<file path="src/rtl/bale_pkg.sv">
`timescale 1ns / 1ps

package bale_pkg;

	// List geometry
	localparam int CAPACITY = 16;
	localparam int IDX_W    = (CAPACITY > 1) ? $clog2(CAPACITY) : 1;
	localparam int CNT_W    = $clog2(CAPACITY + 1);

	// Fixed field widths of the request and result ports
	localparam int OP_W     = 3;
	localparam int DATA_W   = 32;
	localparam int POS_W    = 5;
	localparam int STATUS_W = 3;
	localparam int FOUND_W  = 4;
	localparam int COUNT_W  = 5;

	// Width that holds both a position and a count for compares
	localparam int CMP_W    = (CNT_W > POS_W) ? CNT_W : POS_W;

	// Queue between front and back
	localparam int FIFO_DEPTH = 2;
	localparam int FPTR_W     = $clog2(FIFO_DEPTH);
	localparam int FCNT_W     = $clog2(FIFO_DEPTH + 1);

	// Request opcodes
	localparam logic [OP_W-1:0] OP_SEARCH    = 3'd0;
	localparam logic [OP_W-1:0] OP_INS_END   = 3'd1;
	localparam logic [OP_W-1:0] OP_INS_FRONT = 3'd2;
	localparam logic [OP_W-1:0] OP_INS_AT    = 3'd3;
	localparam logic [OP_W-1:0] OP_REM_END   = 3'd4;
	localparam logic [OP_W-1:0] OP_REM_FRONT = 3'd5;
	localparam logic [OP_W-1:0] OP_REM_AT    = 3'd6;
	localparam logic [OP_W-1:0] OP_REM_VAL   = 3'd7;

	// Result status codes
	typedef enum logic [STATUS_W-1:0] {
		ST_OK       = 3'd0,
		ST_FULL     = 3'd1,
		ST_EMPTY    = 3'd2,
		ST_BADPOS   = 3'd3,
		ST_DUP      = 3'd4,
		ST_NOTFOUND = 3'd5
	} status_t;

	// What a request does to the list
	typedef enum logic [1:0] {
		CLS_SEARCH = 2'd0,
		CLS_INSERT = 2'd1,
		CLS_REMOVE = 2'd2
	} op_class_t;

	// Where in the list it acts
	typedef enum logic [1:0] {
		WH_END   = 2'd0,
		WH_FRONT = 2'd1,
		WH_POS   = 2'd2,
		WH_MATCH = 2'd3
	} where_t;

	// Classified request as it travels from front to back
	typedef struct packed {
		op_class_t                cls;
		where_t                   where;
		logic signed [DATA_W-1:0] value;
		logic [POS_W-1:0]         pos;
	} item_t;

endpackage

</file>
<file path="src/rtl/bale_front.sv">
`timescale 1ns / 1ps

module bale_front (
	input  logic                                  clk,
	input  logic                                  arst_n,
	input  logic                                  start,
	input  logic [bale_pkg::OP_W-1:0]             op,
	input  logic signed [bale_pkg::DATA_W-1:0]    value,
	input  logic [bale_pkg::POS_W-1:0]            position,
	input  logic                                  fifo_full,
	output logic                                  busy,
	output logic                                  push,
	output bale_pkg::item_t                       push_item
);

	logic            vld_s1;
	bale_pkg::item_t item_s1;
	bale_pkg::item_t item_dec;
	logic            accept;

	// Hold off a new transfer only while the stage is full and cannot drain
	assign busy   = vld_s1 & fifo_full;
	assign accept = start & ~busy;
	assign push   = vld_s1 & ~fifo_full;
	assign push_item = item_s1;

	// Classify the opcode into kind of change and place in the list
	always_comb begin
		item_dec.value = value;
		item_dec.pos   = position;
		case (op)
			bale_pkg::OP_SEARCH: begin
				item_dec.cls   = bale_pkg::CLS_SEARCH;
				item_dec.where = bale_pkg::WH_MATCH;
			end
			bale_pkg::OP_INS_END: begin
				item_dec.cls   = bale_pkg::CLS_INSERT;
				item_dec.where = bale_pkg::WH_END;
			end
			bale_pkg::OP_INS_FRONT: begin
				item_dec.cls   = bale_pkg::CLS_INSERT;
				item_dec.where = bale_pkg::WH_FRONT;
			end
			bale_pkg::OP_INS_AT: begin
				item_dec.cls   = bale_pkg::CLS_INSERT;
				item_dec.where = bale_pkg::WH_POS;
			end
			bale_pkg::OP_REM_END: begin
				item_dec.cls   = bale_pkg::CLS_REMOVE;
				item_dec.where = bale_pkg::WH_END;
			end
			bale_pkg::OP_REM_FRONT: begin
				item_dec.cls   = bale_pkg::CLS_REMOVE;
				item_dec.where = bale_pkg::WH_FRONT;
			end
			bale_pkg::OP_REM_AT: begin
				item_dec.cls   = bale_pkg::CLS_REMOVE;
				item_dec.where = bale_pkg::WH_POS;
			end
			bale_pkg::OP_REM_VAL: begin
				item_dec.cls   = bale_pkg::CLS_REMOVE;
				item_dec.where = bale_pkg::WH_MATCH;
			end
			default: begin
				item_dec.cls   = bale_pkg::CLS_SEARCH;
				item_dec.where = bale_pkg::WH_MATCH;
			end
		endcase
	end

	// Track stage occupancy
	always_ff @(posedge clk or negedge arst_n) begin
		if (!arst_n) begin
			vld_s1 <= 1'b0;
		end else if (accept) begin
			vld_s1 <= 1'b1;
		end else if (push) begin
			vld_s1 <= 1'b0;
		end
	end

	// Capture the classified request
	always_ff @(posedge clk) begin
		if (accept) begin
			item_s1 <= item_dec;
		end
	end

endmodule

</file>
<file path="src/rtl/bale_fifo.sv">
`timescale 1ns / 1ps

module bale_fifo (
	input  logic            clk,
	input  logic            arst_n,
	input  logic            push,
	input  bale_pkg::item_t push_item,
	input  logic            pop,
	output logic            full,
	output logic            empty,
	output bale_pkg::item_t head
);

	bale_pkg::item_t                entries_q [bale_pkg::FIFO_DEPTH];
	logic [bale_pkg::FPTR_W-1:0]    wr_ptr_q;
	logic [bale_pkg::FPTR_W-1:0]    rd_ptr_q;
	logic [bale_pkg::FCNT_W-1:0]    fill_q;
	logic                           do_push;
	logic                           do_pop;

	assign full    = (fill_q == bale_pkg::FCNT_W'(bale_pkg::FIFO_DEPTH));
	assign empty   = (fill_q == '0);
	assign do_push = push & ~full;
	assign do_pop  = pop & ~empty;
	assign head    = entries_q[rd_ptr_q];

	// Advance pointers and fill level
	always_ff @(posedge clk or negedge arst_n) begin
		if (!arst_n) begin
			wr_ptr_q <= '0;
			rd_ptr_q <= '0;
			fill_q   <= '0;
		end else begin
			if (do_push) begin
				wr_ptr_q <= (wr_ptr_q == bale_pkg::FPTR_W'(bale_pkg::FIFO_DEPTH - 1))
					? '0 : wr_ptr_q + 1'b1;
			end
			if (do_pop) begin
				rd_ptr_q <= (rd_ptr_q == bale_pkg::FPTR_W'(bale_pkg::FIFO_DEPTH - 1))
					? '0 : rd_ptr_q + 1'b1;
			end
			if (do_push && !do_pop) begin
				fill_q <= fill_q + 1'b1;
			end else if (do_pop && !do_push) begin
				fill_q <= fill_q - 1'b1;
			end
		end
	end

	// Store the entry
	always_ff @(posedge clk) begin
		if (do_push) begin
			entries_q[wr_ptr_q] <= push_item;
		end
	end

endmodule

</file>
<file path="src/rtl/bale_back.sv">
`timescale 1ns / 1ps

module bale_back (
	input  logic                                clk,
	input  logic                                arst_n,
	input  logic                                fifo_empty,
	input  bale_pkg::item_t                     item,
	output logic                                pop,
	output logic                                done,
	output logic [bale_pkg::STATUS_W-1:0]       status,
	output logic [bale_pkg::FOUND_W-1:0]        found_index,
	output logic [bale_pkg::COUNT_W-1:0]        entry_count
);

	logic [bale_pkg::DATA_W-1:0] store_q   [bale_pkg::CAPACITY];
	logic [bale_pkg::DATA_W-1:0] store_nxt [bale_pkg::CAPACITY];
	logic [bale_pkg::DATA_W-1:0] shift_up  [bale_pkg::CAPACITY];
	logic [bale_pkg::DATA_W-1:0] shift_dn  [bale_pkg::CAPACITY];
	logic [bale_pkg::CNT_W-1:0]  count_q;
	logic [bale_pkg::CNT_W-1:0]  count_nxt;
	logic [bale_pkg::CAPACITY-1:0] match;
	logic                        hit;
	logic [bale_pkg::IDX_W-1:0]  first;
	logic [bale_pkg::CMP_W-1:0]  at;
	logic [bale_pkg::CMP_W-1:0]  cnt_ext;
	logic [bale_pkg::CMP_W-1:0]  pos_ext;
	logic                        do_ins;
	logic                        do_rem;
	bale_pkg::status_t           st;
	logic [bale_pkg::IDX_W-1:0]  idx_out;

	logic                        done_q;
	bale_pkg::status_t           status_q;
	logic [bale_pkg::FOUND_W-1:0] found_q;
	logic [bale_pkg::COUNT_W-1:0] count_out_q;

	// The back end never stalls: take the queue head whenever one is there
	assign pop = ~fifo_empty;

	assign cnt_ext = bale_pkg::CMP_W'(count_q);
	assign pos_ext = bale_pkg::CMP_W'(item.pos);

	// Compare every live entry against the value and pick the first hit
	always_comb begin
		for (int i = 0; i < bale_pkg::CAPACITY; i++) begin
			match[i] = (bale_pkg::CNT_W'(i) < count_q) && (store_q[i] == item.value);
		end
		hit   = |match;
		first = '0;
		for (int i = bale_pkg::CAPACITY - 1; i >= 0; i--) begin
			if (match[i]) begin
				first = bale_pkg::IDX_W'(i);
			end
		end
	end

	// Select the slot the request acts on
	always_comb begin
		case (item.where)
			bale_pkg::WH_END:   at = (item.cls == bale_pkg::CLS_INSERT) ? cnt_ext : cnt_ext - 1'b1;
			bale_pkg::WH_FRONT: at = '0;
			bale_pkg::WH_POS:   at = pos_ext;
			bale_pkg::WH_MATCH: at = bale_pkg::CMP_W'(first);
			default:            at = '0;
		endcase
	end

	// Decide the outcome
	always_comb begin
		st      = bale_pkg::ST_OK;
		do_ins  = 1'b0;
		do_rem  = 1'b0;
		idx_out = '0;
		case (item.cls)
			bale_pkg::CLS_SEARCH: begin
				if (hit) begin
					idx_out = first;
				end else begin
					st = bale_pkg::ST_NOTFOUND;
				end
			end
			bale_pkg::CLS_INSERT: begin
				if (count_q == bale_pkg::CNT_W'(bale_pkg::CAPACITY)) begin
					st = bale_pkg::ST_FULL;
				end else if (item.where == bale_pkg::WH_POS && pos_ext > cnt_ext) begin
					st = bale_pkg::ST_BADPOS;
				end else if (hit) begin
					st = bale_pkg::ST_DUP;
				end else begin
					do_ins = 1'b1;
				end
			end
			bale_pkg::CLS_REMOVE: begin
				if (count_q == '0) begin
					st = bale_pkg::ST_EMPTY;
				end else if (item.where == bale_pkg::WH_POS && pos_ext >= cnt_ext) begin
					st = bale_pkg::ST_BADPOS;
				end else if (item.where == bale_pkg::WH_MATCH && !hit) begin
					st = bale_pkg::ST_NOTFOUND;
				end else begin
					do_rem = 1'b1;
				end
			end
			default: begin
				st = bale_pkg::ST_NOTFOUND;
			end
		endcase
	end

	// Build the neighbor views used for shifting
	always_comb begin
		shift_up[0] = '0;
		for (int i = 1; i < bale_pkg::CAPACITY; i++) begin
			shift_up[i] = store_q[i-1];
		end
		shift_dn[bale_pkg::CAPACITY-1] = '0;
		for (int i = 0; i < bale_pkg::CAPACITY - 1; i++) begin
			shift_dn[i] = store_q[i+1];
		end
	end

	// Per-cell next value: open a slot or close one; slots past the count stay zero
	always_comb begin
		for (int i = 0; i < bale_pkg::CAPACITY; i++) begin
			if (do_ins && bale_pkg::CMP_W'(i) == at) begin
				store_nxt[i] = item.value;
			end else if (do_ins && bale_pkg::CMP_W'(i) > at) begin
				store_nxt[i] = shift_up[i];
			end else if (do_rem && bale_pkg::CMP_W'(i) >= at) begin
				store_nxt[i] = shift_dn[i];
			end else begin
				store_nxt[i] = store_q[i];
			end
		end
		if (do_ins) begin
			count_nxt = count_q + 1'b1;
		end else if (do_rem) begin
			count_nxt = count_q - 1'b1;
		end else begin
			count_nxt = count_q;
		end
	end

	// Update the list and register the result
	always_ff @(posedge clk or negedge arst_n) begin
		if (!arst_n) begin
			for (int i = 0; i < bale_pkg::CAPACITY; i++) begin
				store_q[i] <= '0;
			end
			count_q <= '0;
			done_q  <= 1'b0;
		end else begin
			done_q <= pop;
			if (pop) begin
				for (int i = 0; i < bale_pkg::CAPACITY; i++) begin
					store_q[i] <= store_nxt[i];
				end
				count_q <= count_nxt;
			end
		end
	end

	// Result payload
	always_ff @(posedge clk) begin
		if (pop) begin
			status_q    <= st;
			found_q     <= bale_pkg::FOUND_W'(idx_out);
			count_out_q <= bale_pkg::COUNT_W'(count_nxt);
		end
	end

	assign done        = done_q;
	assign status      = status_q;
	assign found_index = found_q;
	assign entry_count = count_out_q;

endmodule

</file>
<file path="src/rtl/bounded_array_list_engine.sv">
`timescale 1ns / 1ps

// Ordered list of up to bale_pkg::CAPACITY signed words with search, insert and
// remove requests. A request transfers when start is high and busy is low; its
// result is driven on status, found_index and entry_count for exactly one cycle
// with done high, once the request has passed the front stage register, a queue
// entry and the back end's result register. The receiver cannot stall
// results. The front end classifies each request and hands it through a
// two-entry queue to the back end, which compares all entries in parallel and
// shifts every cell in the same cycle, so a new request is taken every cycle
// and busy stays low in normal operation. The list and count reset to zero.
module bounded_array_list_engine (
	input  logic                                  clk,
	input  logic                                  arst_n,
	input  logic                                  start,
	output logic                                  busy,
	input  logic [bale_pkg::OP_W-1:0]             op,
	input  logic signed [bale_pkg::DATA_W-1:0]    value,
	input  logic [bale_pkg::POS_W-1:0]            position,
	output logic                                  done,
	output logic [bale_pkg::STATUS_W-1:0]         status,
	output logic [bale_pkg::FOUND_W-1:0]          found_index,
	output logic [bale_pkg::COUNT_W-1:0]          entry_count
);

	logic            push;
	bale_pkg::item_t push_item;
	logic            fifo_full;
	logic            fifo_empty;
	logic            pop;
	bale_pkg::item_t head;

	// Accept and classify requests
	bale_front u_front (
		.clk       (clk),
		.arst_n    (arst_n),
		.start     (start),
		.op        (op),
		.value     (value),
		.position  (position),
		.fifo_full (fifo_full),
		.busy      (busy),
		.push      (push),
		.push_item (push_item)
	);

	// Decouple front from back
	bale_fifo u_fifo (
		.clk       (clk),
		.arst_n    (arst_n),
		.push      (push),
		.push_item (push_item),
		.pop       (pop),
		.full      (fifo_full),
		.empty     (fifo_empty),
		.head      (head)
	);

	// Execute against the list
	bale_back u_back (
		.clk         (clk),
		.arst_n      (arst_n),
		.fifo_empty  (fifo_empty),
		.item        (head),
		.pop         (pop),
		.done        (done),
		.status      (status),
		.found_index (found_index),
		.entry_count (entry_count)
	);

endmodule

</file>
<file path="config.mk">
export PLATFORM = sky130hd
export DESIGN_NAME = bounded_array_list_engine
export DESIGN_NICKNAME = d
export VERILOG_FILES = /design/src/rtl/bale_pkg.sv /design/src/rtl/bale_front.sv /design/src/rtl/bale_fifo.sv /design/src/rtl/bale_back.sv /design/src/rtl/bounded_array_list_engine.sv
export SDC_FILE = /design/constraint.sdc
export NUM_CORES = 2
export LEC_CHECK = 0
export BUFFER_PORTS_ARGS = -buffer_cell sky130_fd_sc_hd__buf_2
export CAP_MARGIN = 20
export CORE_MARGIN = 8
export CORE_UTILIZATION = 60
export CTS_CLUSTER_DIAMETER = 60
export DETAILED_ROUTE_END_ITERATION = 10
export PLACE_DENSITY = 0.8
export SYNTH_ARGS = -nofsm -noshare
export SYNTH_HDL_FRONTEND = slang
export SYNTH_SLANG_ARGS = --single-unit
</file>
<file path="constraint.sdc">
create_clock -name clk -period 5.97 [get_ports clk]
set_clock_uncertainty 0.1 [all_clocks]
set_input_delay 0 -clock clk [delete_from_list [all_inputs] [get_ports clk]]
set_output_delay 0 -clock clk [all_outputs]
set_load 0.005 [all_outputs]
</file>
==> Yosys cells after proc, flatten, opt, wreduce, memory -nomap -nowiden <==
Memory sizes are Yosys's and may differ from the RTL's. A register that Yosys moved wholly into a read port is not among the register bits.
Index checks and enable logic that the tools add are counted.
{ "word_totals": {"reg_bits": 572, "ramBits": 82, "rom_bits": 32, "input_bits": 43, "n_memories": 2} }
{ "classes": {"n_addsub": 6, "n_lt_le_gt_ge": 50, "eq_ne": 38, "muxes": 92, "bitwise_logic": 7, "reduce_logical": 112} }
{ "mem_list": {"columns": ["name", "depth", "word_bits", "read_ports", "rd_clocked_by_memory_dff", "write_ports", "line_no", "rtl"], "rows": [
  ["u_fifo.entries_q", 2, 41, 1, 0, 1, "bale_fifo.sv:14", "bale_pkg::item_t entries_q [bale_pkg::FIFO_DEPTH];"],
  ["(name not given)", 8, 4, 1, 1, 0, "bale_front.sv:31", "case (op)"]
]} }
{ "ops": {"columns": ["op", "n"], "rows": [
  ["$mux 32", 48],
  ["$eq 32x32->1", 16],
  ["$logic_and 1x1->1", 69],
  ["$mux 4", 16],
  ["$reduce_bool 3->1", 16],
  ["$eq 4x5->1 const A", 8],
  ["$ge 4x5->1 const A", 8],
  ["$gt 4x5->1 const A", 8],
  ["$lt 4x5->1 const A", 8],
  ["$reduce_and 2->1", 17],
  ["$mux 3", 7],
  ["$eq 3x5->1 const A", 4],
  ["$ge 3x5->1 const A", 4],
  ["$gt 3x5->1 const A", 4],
  ["$lt 3x5->1 const A", 4],
  ["$pmux 5 s4", 1],
  ["$reduce_or 16->1", 1],
  ["$mux 5", 3],
  ["$mux 1", 14],
  ["$eq 2x5->1 const A", 2],
  ["$ge 1x5->1 const A", 2],
  ["$ge 2x5->1 const A", 2],
  ["$gt 1x5->1 const A", 2],
  ["$gt 2x5->1 const A", 2],
  ["other kinds (21)", 39]
]} }

==> Logic depth before layout (Yosys ltp) <==
An unclocked memory read counts as a cell.
{ "depth": {"ltp_word": 25, "mapped_depth": 22, "ltp_nobuf": 15} }

==> Cells and area by module <==
From an unflattened synthesis, not the netlist that was laid out.
{ "hier_totals": {"cells_unflattened": 4229, "area_unflattened_um2": 40586.4} }
{ "by_module_without_submodules": {"columns": ["mod", "n_inst", "cells_each", "area_per_inst_um2", "seq_area_each_um2"], "rows": [
  ["bale_back", 1, 4029, 35901.9, 13322.8],
  ["bale_fifo", 1, 147, 3358.2, 2562.5],
  ["bale_front", 1, 53, 1326.3, 1256.2]
]} }

==> Worst setup path before layout <==
No wires, ideal clock.
{ "synth_path": {"kind": "register to register", "from": "reg u_fifo.rd_ptr_q", "to": "reg u_back.store_q, in the netlist u_back.shift_dn[246]", "t_arrival_ns": 4.562, "slack_ns": 1.183, "stages_incl_launch_ff": 21, "path_buffers": 6, "period_less_slack_ns": 4.787, "cell_sequence": "dfrtp_1 > buf_2 > buf_6 > buf_6 > buf_1 > mux2_2 > ha_1 > nor2b_1 > o21a_1 > o21a_1 > o21ai_0 > a21oi_1 > and2_1 > a211o_1 > or2_1 > buf_2 > nand2_1 > nand2_1 > nor2_1 > clkbuf_1 > mux2_2"} }
{ "synth_between": {"elab_chain_cells": 24, "word_cells_on_any_way": 82, "cone_classes": "order compare: 4; eq/ne: 22; mux: 28; reduce/logical: 27; memory: 1"} }
{ "synth_lines": {"columns": ["element", "line_no", "rtl"], "rows": [
  ["start, declared", "bale_fifo.sv:16", "logic [bale_pkg::FPTR_W-1:0] rd_ptr_q;"],
  ["start signal, assigned", "bale_fifo.sv:39", "rd_ptr_q <= (rd_ptr_q == bale_pkg::FPTR_W'(bale_pkg::FIFO_DEPTH - 1))"],
  ["$mem_v2 2x41 (*)", null, null],
  ["$eq 32x32->1", "bale_back.sv:46", "match[i] = (bale_pkg::CNT_W'(i) < count_q) && (store_q[i] == item.value);"],
  ["$logic_and 1x1->1", "bale_back.sv:46", null],
  ["$mux 4 (16 in series)", "bale_back.sv:51", "if (match[i]) begin"],
  ["$pmux 5 s4", "bale_back.sv:59", "case (item.where)"],
  ["$ge 4x5->1 (tied with other cells)", "bale_back.sv:129", "end else if (do_rem && bale_pkg::CMP_W'(i) >= at) begin"],
  ["$logic_and 1x1->1 (on tied branches)", "bale_back.sv:129, bale_back.sv:125, bale_back.sv:127", null],
  ["$reduce_bool 3->1 (no line) or $mux 32 (tied branches)", null, null],
  ["$reduce_and 2->1 (no line) or $mux 32 (tied branches)", null, null],
  ["end signal, assigned by index", "bale_back.sv:156", "store_q[i] <= store_nxt[i];"],
  ["end, declared", "bale_back.sv:15", "logic [bale_pkg::DATA_W-1:0] store_q [bale_pkg::CAPACITY];"]
]} }
Every way passes the cells marked *; elsewhere a longest branch is shown, timed or not.
A chain may end at the register's enable or synchronous reset.

==> Worst setup path after layout <==
{ "layout_path": {"from": "reg u_fifo.rd_ptr_q", "to": "reg u_back.store_q, in the netlist u_back.shift_dn[209]"} }
Same word-level chain as after synthesis.

==> summary.md <==
| Metric | Value |
|---|---|
| First-pass DRT Iterations | `8` |
| Die Y | `around 280 um` |
| Slew HR | `0.264` |
| Clk slew on worst S/H paths | `approximately 0.06 ns` |
| Fillers | `between 5000 and 6000` |
| Psw | `18900 uW` |
| Average cell area after synthesis | `between 9 and 10 um2` |
| Hpwl dp | `between 100000 and 150000 um` |
| Num CTS Buffers | `76` |
| Setup crit end kind | `flop` |
| Ratio of cells with drive above 1 in the final layout | `0.145` |
| Mapped Area | `around 42000 um2` |
| I/O pin cnt | `between 50 and 60` |
| Synth Flop Type | `dfrtp_1` |
| Ys Warns | `0` |
| GRT Overall Usage | `0.459` |
| Final hold violation count | `0` |
| Max-Cap Viols | `0` |
| First-pass GRT wire length | `between 200000 and 300000 um` |
| WP buf/inv | `6` |
| Deepest clock path buffer count | `3` |
| Biggest cell delay along the critical path | `about 0.62 ns` |
| Pin count of the biggest net entering global routing | `163` |
| Crit-path cells | `buf_12, mux2i_4, buf_4, xnor2_1, nor4_1, nand4_1, nor4_1, buf_4, or4b_1, nand4bb_1, buf_4, buf_4, o211ai_4, nand2_1, nand2_1, o21ba_2, buf_12, mux2_2` |
| Root Driver | `clkbuf_16` |
| Sequential share of the synthesized area | `0.406` |
| Die Footprint | `79100 um2` |
| Min-Delay Path Class | `in2reg` |
| Final period utilization | `0.998` |
| Final WL | `187000 um` |
| CP max-delay cell | `mux2i_4` |
| WP data arrival | `~6.4 ns` |
| Cell count after synthesis | `between 4000 and 5000` |
| Number of port buffers | `56` |
| Floorplan Core Area | `~70000 um2` |
| Antenna Nets Post-Route | `0` |
| Iter 0 DRT Violations | `6905` |
| Row cnt | `97` |
| Post-synth EDFFs | `about 140` |
| WHS | `between 0.04 and 0.05 ns` |
| Most used cell, CP | `buf_4` |
| Vias in the first global route | `~38000` |
| Post-layout min period | `about 6.0 ns` |
| Fin. max-slew vios | `0` |
| Initial antenna violation count | `5` |
| Worst slew pin tran | `between 1 and 1.5 ns` |
| Commonest cells after routing, fill and taps aside | `xnor2_1 (523), dfrtp_1 (522), nand2_1 (520)` |
| Peak VDD IR | `slightly below 0.0007 V` |
| Clock network power share | `0.134` |
| CTS tree | `done` |
| Status | `completed` |
| Gr ovfl total | `0` |
| CTS sink cnt | `between 600 and 700` |
| RSZ-0062 raised after global routing | `no` |
| Wire length per cell | `33.8 um` |
| Max H-tree Level | `3` |
| CP required | `~6.4 ns` |
| Setup_tns | `0 ns` |
| Finish-stage setup viols | `0` |
| Post-route DRC violation count | `0` |
| Most common cell after layout, fill and taps aside | `xnor2_1` |
| Vias post-DR | `between 40000 and 50000` |
| Sw frac | `0.517` |
| Synthesized Nets | `approximately 4500` |
| Leak | `between 0.015 and 0.02 uW` |
| Largest delay share family, worst path | `simple AND/OR/NAND/NOR gates` |
| Unique masters post-synth | `82` |
| Worst Setup Start Kind | `flop` |
| Worst-path fanout max | `32` |
| Final GP Congestion | `1.05` |
| Comb power frac | `0.602` |
| Max Freq | `~0.17 GHz` |
| Clock Latency Late Sink | `0.67 ns` |
| Pwr dens | `between 700 and 800 nW/um2` |
| FF+latch count, synth | `roughly 660` |
| Sequential power share | `0.264` |
| Starting density of the core | `0.605` |
| Number of nets in the layout | `approximately 4600` |
| Pint | `17600 uW` |
| Critical path class | `reg2reg` |
| P&R area growth vs syn | `14.5%` |
| Async SR Flop Fraction | `0.795` |
| Die Wd | `approximately 280 um` |
| Vias per cell | `between 7 and 8` |
per-stage QoR:
stage | instance area (um2) | setup slack, ns | util | total power (uW) | std cells
finish | 48300 | 0.0138 | 0.692 | 36500 | 5529
global placement | 44800 | 0.226 | 0.643 | 29800 | 5301
CTS | 48200 | 0.162 | 0.691 | 35100 | 5521
global route | 48300 | 0.0184 | 0.692 | 37500 | 5528
floorplan | 42200 | 1.18 | - | 22000 | 4429
detailed placement | 44800 | 0.177 | 0.643 | 30200 | 5301
path summary, 6_finish.rpt:
| check | from | slack [ns] | endpoint | cells past startpoint |
|---|---|---|---|---|
| worst max-delay path | u_fifo.rd_ptr_q$_DFFE_PN0N_ | 0.01 | u_back.shift_dn[209]$_DFFE_PN0P_ | 18 |
| worst min-delay path | op[2] | 0.05 | u_front.push_item[40]$_DFFE_PP_ | 2 |
| worst max register to register | u_fifo.rd_ptr_q$_DFFE_PN0N_ | 0.01 | u_back.shift_dn[209]$_DFFE_PN0P_ | 18 |
| worst min register to register | u_front.push_item[0]$_DFFE_PP_ | 0.35 | u_fifo.entries_q[0][0]$_DFFE_PP_ | 0 |
| max in group asynchronous | arst_n | 4.27 | u_fifo.rd_ptr_q$_DFFE_PN0N_ | 4 |
| min in group asynchronous | arst_n | 0.54 | u_back.shift_dn[431]$_DFFE_PN0P_ | 4 |
cell families (layout without fill, tap and decap cells):
group | after synthesis | count (layout) | share of synthesized area
buffers and inverters | 384 | 542 | 0.0446
multiplexers | 556 | 556 | 0.144
AO/OA/AOI/OAI | 816 | 816 | 0.130
XOR/XNOR | 525 | 525 | 0.109
AND/OR/NAND/NOR | 1480 | 1480 | 0.163
adder cells (fa/ha/maj) | 10 | 10 | 0.00296
other | 0 | 2 | 0
flip-flops | 658 | 658 | 0.406
synthesized netlist by cell type (all sizes together), types with 64 or more instances:
| master | instances | share of area |
|---|---|---|
| nor2 | 342 | 0.031 |
| nor3 | 105 | 0.013 |
| nand3 | 134 | 0.016 |
| nor4 | 212 | 0.031 |
| edfxtp | 135 | 0.096 |
| o21ai | 218 | 0.026 |
| clkbuf | 165 | 0.015 |
| o211ai | 69 | 0.013 |
| mux2 | 197 | 0.053 |
| a21oi | 185 | 0.022 |
| xnor2 | 523 | 0.11 |
| a22o | 98 | 0.020 |
| buf | 167 | 0.025 |
| o221ai | 64 | 0.013 |
| nand2 | 529 | 0.047 |
| mux2i | 359 | 0.092 |
| dfrtp | 523 | 0.31 |
worst register-to-register path, cell delays in order, from the launching register on:
cell and delay [ns]:
dfrtp_4 0.53, buf_12 0.25, mux2i_4 0.68, buf_4 0.37, xnor2_1 0.18, nor4_1 0.60, nand4_1 0.16, nor4_1 0.37
buf_4 0.20, or4b_1 0.23, nand4bb_1 0.20, buf_4 0.17, buf_4 0.17, o211ai_4 0.17, nand2_1 0.14, nand2_1 0.28
o21ba_2 0.40, buf_12 0.22, mux2_2 0.42
area by class of cell:
cell class	instances	area, um2	share of cell area
diodes	2	5.00	0.000104
flip-flops and latches	658	17100	0.355
clock inverters	33	434	0.00898
well taps	940	1180	0.0243
repair buffers	353	3730	0.0773
clock buffers	104	2110	0.0436
multi-input cells	3387	23500	0.487
inverters	52	195	0.00404
power groups by stage:
stage                     clock network (uW)  logic [uW]  registers (uW)
after global routing                    5060       22900            9560
after detailed placement                   0       20800            9390
final                                   4890       22000            9650
after CTS                               4870       20900            9330
after global placement                     0       20400            9330
after floorplan                            0       14100            7960
metal layers:
metal	vias up	GRT usage	wire, um
met5	-	0	263
met4	24	0.369	19500
met3	1014	0.169	26000
met2	3514	0.654	76500
met1	19261	0.554	64800
li1	16247	-	-
sequential cells by signal, summed over array words and instances (netlist names):
| name | count |
|---|---|
| u_back.shift_dn | 480 |
| u_fifo.entries_q | 82 |
| u_front.push_item | 41 |
| u_back.shift_up | 32 |
| u_back.cnt_ext | 5 |
| u_back.entry_count | 5 |
| u_back.found_index | 4 |
| u_back.status | 3 |
| u_fifo.fill_q | 2 |
| u_back.done | 1 |
| u_fifo.rd_ptr_q | 1 |
| u_fifo.wr_ptr_q | 1 |
| u_front.vld_s1 | 1 |
what timing repair did:
item,4_1_cts,5_1_grt
setup buffers,0,4
endpoints found under the setup margin,0,4
gates resized for setup,0,3
hold buffers,83,0
hold endpoints to repair,135,0
(Power assumes the default switching activity.)
